### src/design/rfbp_pkg.sv
package rfbp_pkg;

  localparam int PoolFrames = 8;
  localparam int IdxW       = 3;
  localparam int TotalW     = 4;
  localparam int CountW     = 8;
  localparam int FrameBytes = 1048576;
  // must stay a power of two: the base is aligned by masking
  localparam int FrameAlign = 64;
  localparam longint FrameSlotL =
      ((longint'(FrameBytes) + FrameAlign - 1) / FrameAlign) * FrameAlign;
  localparam logic [31:0] FrameSlot  = FrameSlotL[31:0];
  localparam logic [31:0] AlignMask  = ~(32'(FrameAlign) - 32'd1);
  localparam logic [CountW-1:0] CountMax = '1;

  typedef enum logic [1:0] {
    OP_ALLOC   = 2'd0,
    OP_ADDREF  = 2'd1,
    OP_RELEASE = 2'd2,
    OP_REINIT  = 2'd3
  } op_e;

  typedef enum logic [1:0] {
    ERR_NONE       = 2'd0,
    ERR_EMPTY      = 2'd1,
    ERR_NOT_IN_USE = 2'd2,
    ERR_OVERFLOW   = 2'd3
  } err_e;

  typedef enum logic [2:0] {
    REG_BUFFER_BASE  = 3'd0,
    REG_IMAGE_WIDTH  = 3'd1,
    REG_IMAGE_HEIGHT = 3'd2,
    REG_LINE_STRIDE  = 3'd3,
    REG_PIXEL_FORMAT = 3'd4
  } reg_idx_e;

  typedef struct packed {
    logic [31:0] buffer_base;
    logic [15:0] image_width;
    logic [15:0] image_height;
    logic [31:0] line_stride;
    logic [7:0]  pixel_format;
  } cfg_t;

  typedef struct packed {
    op_e            op;
    logic [IdxW-1:0] idx;
  } item_t;

  typedef struct packed {
    logic              granted;
    logic [IdxW-1:0]   frame_number;
    logic [31:0]       frame_address;
    logic [15:0]       frame_width;
    logic [15:0]       frame_height;
    logic [31:0]       frame_stride;
    logic [7:0]        frame_format;
    logic [TotalW-1:0] free_frames;
    err_e              error_code;
  } result_t;

endpackage

### src/design/rfbp_cfg_regs.sv
module rfbp_cfg_regs import rfbp_pkg::*; (
  input  logic        clk_i,
  input  logic        rst_ni,
  input  logic        psel,
  input  logic        penable,
  input  logic        pwrite,
  input  logic [4:0]  paddr,
  input  logic [31:0] pwdata,
  output logic [31:0] prdata,
  output logic        pready,
  output cfg_t        cfg_o
);

  cfg_t     cfg_q, cfg_d;
  reg_idx_e sel;
  logic     wr_en;

  assign pready = 1'b1;
  assign sel    = reg_idx_e'(paddr[4:2]);
  assign wr_en  = psel & penable & pwrite;

  always_comb begin
    cfg_d = cfg_q;
    if (wr_en) begin
      unique case (sel)
        REG_BUFFER_BASE:  cfg_d.buffer_base  = pwdata;
        REG_IMAGE_WIDTH:  cfg_d.image_width  = pwdata[15:0];
        REG_IMAGE_HEIGHT: cfg_d.image_height = pwdata[15:0];
        REG_LINE_STRIDE:  cfg_d.line_stride  = pwdata;
        REG_PIXEL_FORMAT: cfg_d.pixel_format = pwdata[7:0];
        default: ;
      endcase
    end
  end

  always_comb begin
    unique case (sel)
      REG_BUFFER_BASE:  prdata = cfg_q.buffer_base;
      REG_IMAGE_WIDTH:  prdata = {16'd0, cfg_q.image_width};
      REG_IMAGE_HEIGHT: prdata = {16'd0, cfg_q.image_height};
      REG_LINE_STRIDE:  prdata = cfg_q.line_stride;
      REG_PIXEL_FORMAT: prdata = {24'd0, cfg_q.pixel_format};
      default:          prdata = 32'd0;
    endcase
  end

  always_ff @(posedge clk_i or negedge rst_ni) begin
    if (!rst_ni) begin
      cfg_q <= '0;
    end else begin
      cfg_q <= cfg_d;
    end
  end

  assign cfg_o = cfg_q;

endmodule

### src/design/rfbp_core.sv
module rfbp_core import rfbp_pkg::*; (
  input  logic    clk_i,
  input  logic    rst_ni,
  input  logic    fire_i,
  input  item_t   item_i,
  input  cfg_t    cfg_i,
  output result_t res_o
);

  logic [IdxW-1:0]   stack_q [PoolFrames];
  logic [IdxW-1:0]   stack_d [PoolFrames];
  logic [CountW-1:0] cnt_q   [PoolFrames];
  logic [CountW-1:0] cnt_d   [PoolFrames];
  logic [TotalW-1:0] total_q, total_d;

  logic [IdxW-1:0]   top_ptr;
  logic [CountW-1:0] cnt_sel;
  logic              idx_ok;
  logic              addr_en;
  logic [IdxW-1:0]   number;
  logic              granted;
  err_e              err;

  assign top_ptr = IdxW'(total_q - TotalW'(1));
  assign cnt_sel = cnt_q[item_i.idx];
  assign idx_ok  = (TotalW'(item_i.idx) < TotalW'(PoolFrames));

  always_comb begin
    stack_d = stack_q;
    cnt_d   = cnt_q;
    total_d = total_q;
    number  = '0;
    granted = 1'b0;
    addr_en = 1'b0;
    err     = ERR_NONE;
    unique case (item_i.op)
      OP_ALLOC: begin
        if (total_q == '0) begin
          err = ERR_EMPTY;
        end else begin
          total_d        = total_q - TotalW'(1);
          number         = stack_q[top_ptr];
          cnt_d[number]  = CountW'(1);
          granted        = 1'b1;
          addr_en        = 1'b1;
        end
      end
      OP_ADDREF: begin
        number  = item_i.idx;
        addr_en = 1'b1;
        if (!idx_ok || cnt_sel == '0) begin
          err = ERR_NOT_IN_USE;
        end else if (cnt_sel == CountMax) begin
          err = ERR_OVERFLOW;
        end else begin
          cnt_d[item_i.idx] = cnt_sel + CountW'(1);
        end
      end
      OP_RELEASE: begin
        number  = item_i.idx;
        addr_en = 1'b1;
        if (!idx_ok || cnt_sel == '0) begin
          err = ERR_NOT_IN_USE;
        end else begin
          cnt_d[item_i.idx] = cnt_sel - CountW'(1);
          // last reference gone: frame goes back on top of the free stack
          if (cnt_sel == CountW'(1) && total_q < TotalW'(PoolFrames)) begin
            stack_d[total_q[IdxW-1:0]] = item_i.idx;
            total_d = total_q + TotalW'(1);
          end
        end
      end
      OP_REINIT: begin
        for (int i = 0; i < PoolFrames; i++) begin
          stack_d[i] = IdxW'(i);
          cnt_d[i]   = '0;
        end
        total_d = TotalW'(PoolFrames);
      end
      default: ;
    endcase
  end

  always_comb begin
    res_o.granted       = granted;
    res_o.frame_number  = number;
    res_o.frame_address = addr_en ?
        (cfg_i.buffer_base & AlignMask) + 32'(number) * FrameSlot : 32'd0;
    res_o.frame_width   = cfg_i.image_width;
    res_o.frame_height  = cfg_i.image_height;
    res_o.frame_stride  = cfg_i.line_stride;
    res_o.frame_format  = cfg_i.pixel_format;
    res_o.free_frames   = total_d;
    res_o.error_code    = err;
  end

  always_ff @(posedge clk_i or negedge rst_ni) begin
    if (!rst_ni) begin
      for (int i = 0; i < PoolFrames; i++) begin
        stack_q[i] <= IdxW'(i);
        cnt_q[i]   <= '0;
      end
      total_q <= TotalW'(PoolFrames);
    end else if (fire_i) begin
      stack_q <= stack_d;
      cnt_q   <= cnt_d;
      total_q <= total_d;
    end
  end

endmodule

### src/design/refcounted_frame_buffer_pool.sv
// Pipeline: 2 register stages (input, result); an item moves on when the result register is
// empty or accepted. Throughput: one item per cycle while the output is not stalled; the pool
// state (free stack, counts) is updated in the same cycle the item moves to the result register.
// Reset (rst_ni low, async): config registers to 0, free stack 0..7 with 7 on
// top, all reference counts 0, both pipeline registers empty.
module refcounted_frame_buffer_pool import rfbp_pkg::*; (
  input  logic         clk_i,
  input  logic         rst_ni,
  input  logic         s_axis_tvalid_i,
  output logic         s_axis_tready_o,
  input  logic [7:0]   s_axis_tdata_i,   // [2:0] frame_index
  input  logic [1:0]   s_axis_tuser_i,   // [1:0] opcode
  output logic         m_axis_tvalid_o,
  input  logic         m_axis_tready_i,
  // [2:0] frame_number, [34:3] frame_address, [50:35] frame_width,
  // [66:51] frame_height, [98:67] frame_stride, [106:99] frame_format,
  // [110:107] free_frames, [112:111] error_code
  output logic [119:0] m_axis_tdata_o,
  output logic [0:0]   m_axis_tuser_o,   // [0] granted
  input  logic         psel,
  input  logic         penable,
  input  logic         pwrite,
  input  logic [4:0]   paddr,
  input  logic [31:0]  pwdata,
  output logic [31:0]  prdata,
  output logic         pready
);

  cfg_t    cfg;
  item_t   in_item_q;
  logic    in_valid_q;
  result_t res, out_q;
  logic    out_valid_q;
  logic    advance, fire, in_xfer;

  rfbp_cfg_regs u_cfg (
    .clk_i   (clk_i),
    .rst_ni  (rst_ni),
    .psel    (psel),
    .penable (penable),
    .pwrite  (pwrite),
    .paddr   (paddr),
    .pwdata  (pwdata),
    .prdata  (prdata),
    .pready  (pready),
    .cfg_o   (cfg)
  );

  assign advance         = !out_valid_q || m_axis_tready_i;
  assign fire            = in_valid_q && advance;
  assign s_axis_tready_o = !in_valid_q || advance;
  assign in_xfer         = s_axis_tvalid_i && s_axis_tready_o;

  rfbp_core u_core (
    .clk_i  (clk_i),
    .rst_ni (rst_ni),
    .fire_i (fire),
    .item_i (in_item_q),
    .cfg_i  (cfg),
    .res_o  (res)
  );

  always_ff @(posedge clk_i or negedge rst_ni) begin
    if (!rst_ni) begin
      in_valid_q  <= 1'b0;
      out_valid_q <= 1'b0;
    end else begin
      if (in_xfer) begin
        in_valid_q <= 1'b1;
      end else if (fire) begin
        in_valid_q <= 1'b0;
      end
      if (advance) begin
        out_valid_q <= in_valid_q;
      end
    end
  end

  always_ff @(posedge clk_i) begin
    if (in_xfer) begin
      in_item_q.op  <= op_e'(s_axis_tuser_i);
      in_item_q.idx <= s_axis_tdata_i[IdxW-1:0];
    end
    if (fire) begin
      out_q <= res;
    end
  end

  assign m_axis_tvalid_o = out_valid_q;
  assign m_axis_tuser_o  = out_q.granted;
  assign m_axis_tdata_o  = {7'd0, out_q.error_code, out_q.free_frames,
                            out_q.frame_format, out_q.frame_stride,
                            out_q.frame_height, out_q.frame_width,
                            out_q.frame_address, out_q.frame_number};

endmodule

### config.mk
export PLATFORM = sky130hd
export DESIGN_NAME = refcounted_frame_buffer_pool
export DESIGN_NICKNAME = d
export VERILOG_FILES = /design/src/design/rfbp_pkg.sv /design/src/design/rfbp_cfg_regs.sv /design/src/design/rfbp_core.sv /design/src/design/refcounted_frame_buffer_pool.sv
export SDC_FILE = /design/constraint.sdc
export NUM_CORES = 1
export LEC_CHECK = 0
export BUFFER_PORTS_ARGS = -buffer_cell sky130_fd_sc_hd__buf_2
export CAP_MARGIN = 20
export CELL_PAD_IN_SITES_DETAIL_PLACEMENT = 0
export CELL_PAD_IN_SITES_GLOBAL_PLACEMENT = 1
export CORE_UTILIZATION = 45
export CTS_BUF_LIST = sky130_fd_sc_hd__clkbuf_2 sky130_fd_sc_hd__clkbuf_4 sky130_fd_sc_hd__clkbuf_8
export CTS_CLUSTER_SIZE = 14
export DETAILED_ROUTE_END_ITERATION = 7
export GPL_TIMING_DRIVEN = 1
export MAX_ROUTING_LAYER = met4
export PLACE_DENSITY_LB_ADDON = 0.1
export SLEW_MARGIN = 20
export SYNTH_ARGS = -nofsm -noshare
export SYNTH_HDL_FRONTEND = slang
export SYNTH_HIERARCHICAL = 1
export SYNTH_SLANG_ARGS = --single-unit
### constraint.sdc
create_clock -name clk_i -period 8.65 [get_ports clk_i]
set_input_delay 2.595 -clock clk_i [delete_from_list [all_inputs] [get_ports clk_i]]
set_output_delay 2.595 -clock clk_i [all_outputs]
set_load 0.01 [all_outputs]
# --- Yosys cells after proc, flatten, opt, wreduce, memory -nomap -nowiden ---
# Cells that the tools add are included.
totals:
  wordCells: 134
  reg_bits: 317
  in_bits: 54
  output_inout_bits: 156
classes:
  reduce_logical: 24
  eq_ne: 14
  mux: 39
  addsub: 5
  magnitude_cmp: 8
  bitwise_logic: 9
op_table:
  columns: ["operator", "n"]
  rows:
  - ["64-bit 2-to-1 mux", 4]
  - ["64-bit one-hot mux with 4 select lines", 1]
  - ["32-bit one-hot mux with 5 select lines", 1]
  - ["64-bit bitwise mux", 2]
  - ["56-bit bitwise AND", 1]
  - ["56-bit NOT", 1]
  - ["8-bit demux with 3-bit select", 2]
  - ["24-bit 2-to-1 mux", 2]
  - ["24-bit one-hot mux with 2 select lines", 1]
  - ["32-bit by 23-bit adder with 32-bit output", 1]
  - ["8-bit 2-to-1 mux", 4]
  - ["8-bit binary-select mux with 3-bit select", 1]
  - ["24-bit bitwise mux", 1]
  - ["4-bit greater-or-equal comparator (second input constant)", 4]
  - ["3-bit NOT with 4-bit output", 4]
  - ["4-bit by 1-bit < comparator with 1-bit output (second input constant)", 3]
  - ["3-bit 2-to-1 mux", 4]
  - ["4-bit 2-to-1 mux", 3]
  - ["4-bit one-hot mux with 3 select lines", 1]
  - ["2-bit AND reduction", 5]
  - ["3-bit binary-select mux with 3-bit select", 1]
  - ["3-bit demux with 3-bit select", 1]
  - ["8-bit by 1-bit adder with 8-bit output (second input constant)", 1]
  - ["8-bit by 1-bit == test with 1-bit output (second input constant)", 1]
  - ["30 further kinds", 49]

# --- Depth between registers and ports, before layout ---
depth:
  depth_word: 14
  mapped_depth: 17
  depth_no_buf: 13

# --- Hierarchy ---
# The synthesis kept the hierarchy.
by_module_without_submodules:
  columns: ["mod", "area_per_inst_um2", "instances", "seq_area_each_um2", "cells_each"]
  rows:
  - ["rfbp_core", 7582.3, 1, 2318.5, 839]
  - ["rfbp_cfg_regs", 4728.3, 1, 2602.5, 326]
  - ["refcounted_frame_buffer_pool", 3733.6, 1, 3623.5, 135]

# --- Worst setup path after synthesis ---
# OpenSTA, ideal clock, no wires.
synth_timing:
  path_kind: "input -> register"
  start: "input m_axis_tready_i"
  end: "register u_core/cnt_q[17] (netlist bit)"
  setup_ns: 0.121
  cell_stages: 5
  n_path_buf: 0
  required_time_ns: 8.529
  arrival_time_ns: 6.571
  path_slack_ns: 1.958
  path_cell_list: "nand2b_1 -> and2_1 -> nand4_1 -> a31o_1 -> a22o_1"
synth_between:
  elab_chain_len: 3
synth_rtl:
  columns: ["element", "line", "rtl"]
  rows:
  - ["start, declared", "refcounted_frame_buffer_pool.sv:14", "input logic m_axis_tready_i,"]
  - ["1-bit logical OR", "refcounted_frame_buffer_pool.sv:49", "assign advance = !out_valid_q || m_axis_tready_i;"]
  - ["1-bit logical AND", "refcounted_frame_buffer_pool.sv:50", "assign fire = in_valid_q && advance;"]
  - ["net fire", "refcounted_frame_buffer_pool.sv:34", "logic advance, fire, in_xfer;"]
  - ["5-bit AND reduction (no line)", null, null]
  - ["end signal, assigned", "rfbp_core.sv:106", "cnt_q <= cnt_d;"]
  - ["end, declared", "rfbp_core.sv:12", "logic [CountW-1:0] cnt_q [PoolFrames];"]
# The timed path passes the listed nets, and every way through them passes these cells.
# A chain may end at the register's enable or synchronous reset.

# --- Worst setup path after layout ---
layout_timing:
  start: "input paddr[2]"
  end: "output prdata[23]"
layout_between:
  elab_chain_len: 2
  word_cells_on_any_way: 6
  cone_classes: "eq/ne: 4; mux: 1; reduce/logical: 1"
layout_rtl:
  columns: ["element", "line", "rtl"]
  rows:
  - ["start, declared", "refcounted_frame_buffer_pool.sv:23", "input logic [4:0] paddr,"]
  - ["3-bit == test, or another cell as far along", "rfbp_cfg_regs.sv:37", "unique case (sel)"]
  - ["32-bit one-hot mux with 5 select lines (*)", "rfbp_cfg_regs.sv:37", null]
  - ["end, declared", "refcounted_frame_buffer_pool.sv:25", "output logic [31:0] prdata,"]
# Mark *: on every way between the ends. The rest lies on a longest branch, timed or not.

==> impl_metrics.csv <==
group,metric,value,unit
drt,wirelength,42.9,mm
power,p_per_area,249,mW/mm2
global_routing,grt-ovfl-total,0,
power,p_int,3.11,mW
clock_tree,cts_root_buffer,"clkbuf_8",
global_routing,grt_util_met2,36.2,%
floorplanning,start_util,46.1,%
power,p_sw,1.38,mW
global_routing,antenna_found_initial,2,
global_routing,grt_usage,24.5,%
hold_path,hp-class,"reg -> reg",
worst_setup_path,start_kind,"input port",
clock_tree,htree_num_levels,2,
timing,tightest_slew,1140,ps
global_routing,grt_pass1_wl,65.8,mm
timing,maxSlewHeadroom,23.2,%
synth,yosysWarnings,6,
synth,synth-async-reset-ratio,62.5,%
layout,fin_area,0.0180,mm2
placement,preCtsSetupSlack,1710,ps
synth,synth_cells,1300,
synth,synth_seq_cells,317,
power,p_total,4.49,mW
flow_run,maxCapViolCount,0,
drt,remaining_drc_errors,0,
run_status,status,"complete, no violations",
drt,via_per_inst,5.77,
synth,syn_area_per_cell,12.3,um2
clock_tree,post-cts-setup-buffers,0,
placement,gp_congestion,0.899,
layout,final_cell_count_no_fill,1931,
floorplanning,fp.dieW,191,um
placement,placed_area,0.0168,mm2
drt,detailroute.via_count,11100,
worst_setup_path,crit_path_top_delay_cell,"and2_0",
worst_setup_path,cp_max_fo,16,
power,vdd_drop_max,0.142,mV
global_routing,grtUsageMet1,33.8,%
layout,drive_gt1_share,34.6,%
worst_setup_path,slowest_delay,860,ps
global_routing,grt_max_degree,108,
synth,synth_edf_count,119,
floorplanning,core_area,0.0348,mm2
clock_tree,cts_tree,"built",
worst_setup_path,critPathKind,"in -> out",
clock_tree,cts_made_buffers,54,
power,power.share.combinational,22.7,%
synth,ys_seq_area_share,53.3,%
timing,finClkSkew,34.1,ps
drt,first_pass_iters,5,
synth,synth_top_flop_cell,"dfrtp_1",
clock_tree,cts_buffer_depth,3,
floorplanning,io_pins,210,
placement,port_buffers,194,
power,sw_frac_of_total,30.8,%
floorplanning,die_y,191,um
worst_setup_path,worstPathRequired,6060,ps
global_routing,gr-usage-met3,5.26,%
layout,multi_input_area,0.00636,mm2
clock_tree,cts_sinks,317,
layout,final_util,51.7,%
layout,syn_to_final_growth,12.2,%
layout,final_common_cell,"buf_2",
global_routing,top_usage_layer,"met2",
power,sequentialPowerShare,44.8,%
layout,nets,1497,
layout,final_cell_mix,"193 x buf_2, 185 x dfrtp_1, 119 x edfxtp_1",
drt,drt_first_iter_violations,747,
floorplanning,die_area,0.0364,mm2
drt,ant_nets,0,
worst_setup_path,critical_path_arrival,4320,ps
timing,finalHoldViolations,0,
layout,fillers,3130,
timing,fin_ws,1730,ps
clock_tree,cts.repair.resized,0,
timing,fin_setup_tns,0,ps
placement,hpwl,28.1,mm
power,p_clk_share,32.5,%
clock_tree,clkTransAtPathRegs,50,ps
synth,synth_area,0.0160,mm2
clock_tree,cts_hold_buf,0,
worst_setup_path,endpoint_kind,"output pin",
power,p_leak,7.76,nW
timing,whs,461,ps
layout,ff_latch_area,0.00854,mm2
timing,fmax,0.145,GHz
global_routing,grt_pass1_vias,11000,
timing,fin_crit_sh,80.0,%
synth,synth.distinct_cells,87,
timing,period_needed,6920,ps
placement,placedCellCount,1828,
timing,rsz0062_at_grt,"false",
timing,report.final.slew_viol_count,0,
clock_tree,insertion_delay,640,ps
drt,avgRoutedWirePerCell,22.2,um
worst_setup_path,cpMostUsedCell,"buf_2",
worst_setup_path,crit_chain,"buf_2 -> and2_0 -> a22oi_1 -> nor2_1 -> buf_2",
floorplanning,core.rowCount,68,
timing,setup_violations,0,
==> kinds of logic after synthesis <==
family                   share of synthesized area [%]
AND/OR/NAND/NOR                                   8.73
adder cells (fa/ha/maj)                           1.14
XOR/XNOR                                         0.710
AO/OA/AOI/OAI                                     15.3
other                                           0.0702
multiplexers                                      13.3
buffers and inverters                             7.52
flip-flops                                        53.3
==> synthesized netlist by cell type (9+ instances only) <==
| master | count | share of area (%) |
|---|---|---|
| dfrtp_1 | 185 | 29 |
| edfxtp_1 | 119 | 22 |
| mux2_2 | 118 | 8.3 |
| buf_4 | 104 | 4.9 |
| nor2_1 | 87 | 2.0 |
| nand2_1 | 49 | 1.1 |
| o21ai_0 | 45 | 1.4 |
| a22oi_1 | 40 | 1.9 |
| inv_1 | 38 | 0.89 |
| a21oi_1 | 37 | 1.2 |
| a22o_1 | 32 | 1.7 |
| clkbuf_1 | 28 | 0.66 |
| and2_1 | 20 | 0.78 |
| o22a_1 | 20 | 1.1 |
| a31oi_1 | 19 | 0.74 |
| buf_2 | 19 | 0.59 |
| mux4_2 | 19 | 2.7 |
| nor2b_1 | 18 | 0.70 |
| o31ai_1 | 18 | 0.84 |
| mux2i_1 | 17 | 1.1 |
| a311oi_1 | 16 | 0.87 |
| a32oi_1 | 16 | 0.87 |
| nand4_1 | 16 | 0.62 |
| o21ai_1 | 14 | 0.44 |
| dfstp_2 | 13 | 2.1 |
| ha_1 | 13 | 1.0 |
| nand2b_1 | 12 | 0.47 |
| o211ai_1 | 12 | 0.56 |
| a211oi_1 | 9 | 0.42 |
==> worst paths after layout <==
| path | from | endpoint | slack [ps] | cells past startpoint |
|---|---|---|---|---|
| max | paddr[2] | prdata[23] | 1730 | 5 |
| max reg2reg | in_item_q[0]$_DFFE_PP_ | u_core/cnt_q[12]$_DFFE_PN0P_ | 3540 | 12 |
| min reg2reg | u_core/stack_q[8]$_DFFE_PN1P_ | u_core/stack_q[8]$_DFFE_PN1P_ | 460 | 2 |
| max in group asynchronous | rst_ni | u_cfg/cfg_o[97]$_DFFE_PN0P_ | 5330 | 2 |
| min | u_core/stack_q[8]$_DFFE_PN1P_ | u_core/stack_q[8]$_DFFE_PN1P_ | 460 | 2 |
| min in group asynchronous | rst_ni | u_core/stack_q[10]$_DFFE_PN0P_ | 2060 | 1 |
==> flip-flops by register name (all words and copies together) (netlist names) <==
signal / count
in_item_q: 5
in_valid_q: 1
m_axis_tdata_o: 113
m_axis_tuser_o: 1
m_axis_tvalid_o: 1
u_cfg/cfg_o: 104
u_core/cnt_q: 64
u_core/stack_q: 24
u_core/total_q: 4
==> final cells by class <==
class	count	share of cell area, %
well taps	455	3.16
multi-input cells	795	35.3
repair buffers	220	6.53
diodes	2	0.0278
clock inverters	10	0.487
flip-flops and latches	317	47.5
inverters	41	0.855
clock buffers	91	6.16
==> routing by layer <==
layer | wire length [um] | vias to the layer above
met5 | 0 | -
met2 | 19600 | 396
met1 | 19400 | 5590
met4 | 1030 | 0
li1 | - | 5087
met3 | 2940 | 64
==> power by group through the flow <==
| stage | registers [mW] | logic, mW | clock network [mW] |
|---|---|---|---|
| after floorplan | 2.01 | 0.782 | 0 |
| after global placement | 2.03 | 1.01 | 0 |
| final | 2.01 | 1.02 | 1.46 |
| after detailed placement | 2.04 | 1.02 | 0 |
| after CTS | 2.01 | 1.02 | 1.51 |
| after global routing | 2.04 | 1.12 | 1.57 |
==> worst max-delay path, delay by kind of cell <==
kind | cells | cell delay [ps]
simple gates | 2 | 1010
buf+inv | 2 | 470
compound gates | 1 | 240
(Power assumes the default switching activity.)
